===== config.mk =====
export PLATFORM = sky130hd
export DESIGN_NAME = pru_predict
export DESIGN_NICKNAME = d
export VERILOG_FILES = /design/src/rtl/pru_pkg.sv /design/src/rtl/pru_predict.sv
export SDC_FILE = /design/constraint.sdc
export NUM_CORES = 1
export LEC_CHECK = 0
export ABC_CLOCK_PERIOD_IN_PS = 15200
export BUFFER_PORTS_ARGS = -buffer_cell sky130_fd_sc_hd__buf_4
export CORE_AREA = 2 2 94 96
export DETAILED_ROUTE_END_ITERATION = 8
export DIE_AREA = 0 0 96 98
export GPL_ROUTABILITY_DRIVEN = 0
export SLEW_MARGIN = 20
export SYNTH_ARGS = -nofsm -noshare
export SYNTH_HDL_FRONTEND = slang
export SYNTH_SLANG_ARGS = --single-unit

===== constraint.sdc =====
create_clock -name vclk -period 15.2
set_clock_uncertainty 0.1 [all_clocks]
set_input_delay 3.04 -clock vclk [all_inputs]
set_output_delay 3.04 -clock vclk [all_outputs]
set_load 0.03 [all_outputs]

===== src/rtl/pru_pkg.sv =====
`timescale 1ns / 1ps

package pru_pkg;

  // filter type of a row; anything above paeth is kept as the bad code
  typedef enum logic [2:0] {
    FILT_NONE  = 3'd0,
    FILT_SUB   = 3'd1,
    FILT_UP    = 3'd2,
    FILT_AVG   = 3'd3,
    FILT_PAETH = 3'd4,
    FILT_BAD   = 3'd5
  } filt_e;

  // configuration register indexes
  typedef enum logic [0:0] {
    CFG_ROW_BYTES = 1'b0,
    CFG_BPP       = 1'b1
  } cfg_idx_e;

  localparam int unsigned ByteW     = 8;
  localparam int unsigned RowBytesW = 14;
  localparam int unsigned BppW      = 3;

  // neighbor bytes of the sample being reconstructed
  typedef struct packed {
    logic [ByteW-1:0] left;
    logic [ByteW-1:0] above;
    logic [ByteW-1:0] upleft;
  } nbr_t;

endpackage


===== src/rtl/pru_predict.sv =====
`timescale 1ns / 1ps

module pru_predict (
  input  pru_pkg::filt_e              filt_i,
  input  logic [pru_pkg::ByteW-1:0]   sample_i,
  input  pru_pkg::nbr_t               nbr_i,
  output logic [pru_pkg::ByteW-1:0]   recon_o,
  output logic                        bad_o
);

  logic [pru_pkg::ByteW:0]   avg_sum;
  logic signed [9:0]         pa, pb, pc;
  logic signed [9:0]         sa, sb, sc;
  logic [pru_pkg::ByteW-1:0] paeth_pred;

  assign sa = 10'(signed'({2'b00, nbr_i.left}));
  assign sb = 10'(signed'({2'b00, nbr_i.above}));
  assign sc = 10'(signed'({2'b00, nbr_i.upleft}));

  // distances of p = a + b - c to each neighbor
  always_comb begin
    pa = sb - sc;
    pb = sa - sc;
    pc = sa + sb - sc - sc;
    if (pa < 0) pa = -pa;
    if (pb < 0) pb = -pb;
    if (pc < 0) pc = -pc;
  end

  // ties go left, then above, then upper-left
  always_comb begin
    if (pa <= pb && pa <= pc) begin
      paeth_pred = nbr_i.left;
    end else if (pb <= pc) begin
      paeth_pred = nbr_i.above;
    end else begin
      paeth_pred = nbr_i.upleft;
    end
  end

  assign avg_sum = {1'b0, nbr_i.left} + {1'b0, nbr_i.above};

  always_comb begin
    bad_o = 1'b0;
    case (filt_i)
      pru_pkg::FILT_NONE:  recon_o = sample_i;
      pru_pkg::FILT_SUB:   recon_o = sample_i + nbr_i.left;
      pru_pkg::FILT_UP:    recon_o = sample_i + nbr_i.above;
      pru_pkg::FILT_AVG:   recon_o = sample_i + avg_sum[pru_pkg::ByteW:1];
      pru_pkg::FILT_PAETH: recon_o = sample_i + paeth_pred;
      default: begin
        recon_o = '0;
        bad_o   = 1'b1;
      end
    endcase
  end

endmodule


==> reports/metrics.yaml <==
ant_nets: 0
period_minus_slack_ps: 13380
die_area_um2: 9408
hold_class: "input port to primary output"
setup_viol: 0
routed_wl_mm: 10.44
slowest_delay_ps: 670
first_pass_iters: 5
peakVddDrop_mv: 0.03827
grt_pass1_vias: 3475
drv_cap: 0
final_layout_size_suffix_gt1_share_pct: 10.83
drc: 0
hold_viol: 0
powerDensity_nw_per_um2: 87.82
antenna_found_initial: 0
slew_viol_final: 0
final_nets: 673
start_util_pct: 43.48
status: "complete, no violations"
die_w_um: 96
required_ps: 12060
seq_cells: 0
grt_usage_pct: 22.18
cts_hold_buf: 0
synth_area_leader_cell: "ha_1"
port_buffers: 44
stdcell_area_um2: 4111
num_io_pins: 44
worstSetupPathType: "input port to primary output"
max_slew_margin_pct: 48.60
critPathMaxFanout: 13
dr.first_iter.drc_count: 188
overflow: 0
place_hpwl_mm: 9.184
period_share_pct: 88.02
core_um2: 8466
antenna_cells: 0
crit_path_end_kind: "primary output"
critPathMostFrequentCell: "a21oi_1"
arrival_ps: 10240
syn_avg_cell_area_um2: 7.106
yosys-top-cells-area: "ha_1 (24%), a21oi_1 (8.7%), inv_1 (7.3%), xnor2_1 (6.9%), fa_1 (6.5%)"
placed_area_um2: 4111
area_growth_pct: 11.69
post_drt_wl_per_cell_um: 15.77
max_freq_mhz: 74.74
timing.setup.tns_ps: 0
ff_latch_area_um2: 0
clock_buffers: 0
cp_slowest_cell: "or4b_2"
power.leakage_nw: 2.035
synth_top_area_share_pct: 23.79
yosysWarnings: 0
via_per_inst: 5.618
rows: 34
synthCells: 518
grt_setup_unrepaired: "no"
crit_path_start_kind: "input port"
yosysUniqueCellTypes: 66
syn-cell-area_um2: 3681
cts_resized: 0
tightestPinTransition_ps: 771.0
grt_pass1_wl_mm: 16.95
dieHeight_um: 98
post-cts-setup-buffer-count: 0
synth-seq-area-share_pct: 0
fill_cells: 882
grt_max_degree: 19
via_count: 3719
## critical path: cells and delay by family
kind / cells / cell delay [ps]
AOI/OAI and AO/OA: 17 / 3130
and+or+nand+nor: 5 / 2040
adders and majority gates: 4 / 1490
buffers and inverters: 4 / 380
xor gates and xnor gates: 1 / 160
## through the flow
stage               std cells  total power [mW]  hold WS (ps)  worst slack, ps  util, %
global route              662            0.4033          6398             1247    48.57
CTS                       662            0.3596          6370             1903    48.57
global placement          662            0.3521          6368             2045    48.57
finish                    662            0.3611          6369             1821    48.57
detailed placement        662            0.3577          6370             1931    48.57
floorplan                 520            0.2699          6205             2799        -
## cell usage in the layout, fill, tap and decap left out, drive strengths merged, types with 2 or more instances in the layout
cell type,netlist,routed
nor2,61,61
ha,70,70
inv,73,73
nand2b,6,6
or3,4,4
conb,2,4
o21bai,10,10
and2,8,8
fa,12,12
o22ai,12,12
o211ai,5,5
a21o,10,10
a211o,2,2
o21a,6,6
a21oi,64,64
nor4b,2,2
nand4,5,5
nor3,6,6
nor2b,5,5
o211a,3,3
buf,2,44
o21ai,19,19
o31ai,5,5
xnor2,29,29
nand4b,2,2
or2,4,4
or4,3,3
and3,3,3
mux2,2,2
nand3,8,8
o31a,2,2
a311oi,3,3
mux2i,5,5
nand2,17,17
xor2,17,17
a211oi,5,5
## where the power goes
| group | switching (mW) | internal [mW] | leakage [nW] |
|---|---|---|---|
| sequential | 0 | 0 | 0 |
| clock | 0 | 0 | 0 |
| combinational | 0.210 | 0.151 | 2.03 |
| total | 0.210 | 0.151 | 2.03 |
## cells in the mapped netlist (all sizes together) (3+ instances only)
cell / count
inv: 73
o21ai: 19
a311oi: 3
or4: 3
mux2i: 5
a21o: 10
nand4: 5
or2: 4
o31ai: 5
or3: 4
nand2b: 6
xor2: 17
and2: 8
o211ai: 5
o211a: 3
and3: 3
o22ai: 12
nor3: 6
o21a: 6
nand3: 8
nor2: 61
nor2b: 5
ha: 70
a21oi: 64
o21bai: 10
xnor2: 29
a211oi: 5
clkbuf: 8
nand2: 17
fa: 12
## cell families after synthesis
group | share of synthesized area [%]
AND/OR/NAND/NOR | 18.66
XOR/XNOR | 11.56
multiplexers | 1.971
AO/OA/AOI/OAI | 28.69
other | 0.2040
adder cells (fa/ha/maj) | 30.32
buffers and inverters | 8.599
## routing by layer
layer,routed length (um),share of wire [%],vias to the layer above,track usage [%]
met5,0,0,-,0
met4,245,2.3,0,4.615
met3,490,4.7,18,0.8488
met2,4975,48,100,38.41
met1,4732,45,1700,30.29
li1,-,-,1901,-
## path summary, 6_finish.rpt
kind,startpoint,endpoint,cells after the start
worst max-delay path,nbr_i[10],recon_o[7],31
worst min-delay path,sample_i[7],recon_o[7],3
## layout make-up
cell class | count | area, um^2 | share of cell area (%)
multi-input cells | 437 | 3372 | 82.01
repair buffers | 44 | 330.3 | 8.034
inverters | 73 | 274.0 | 6.665
well taps | 108 | 135.1 | 3.287
No activity file was read; power rests on OpenSTA's default activity.
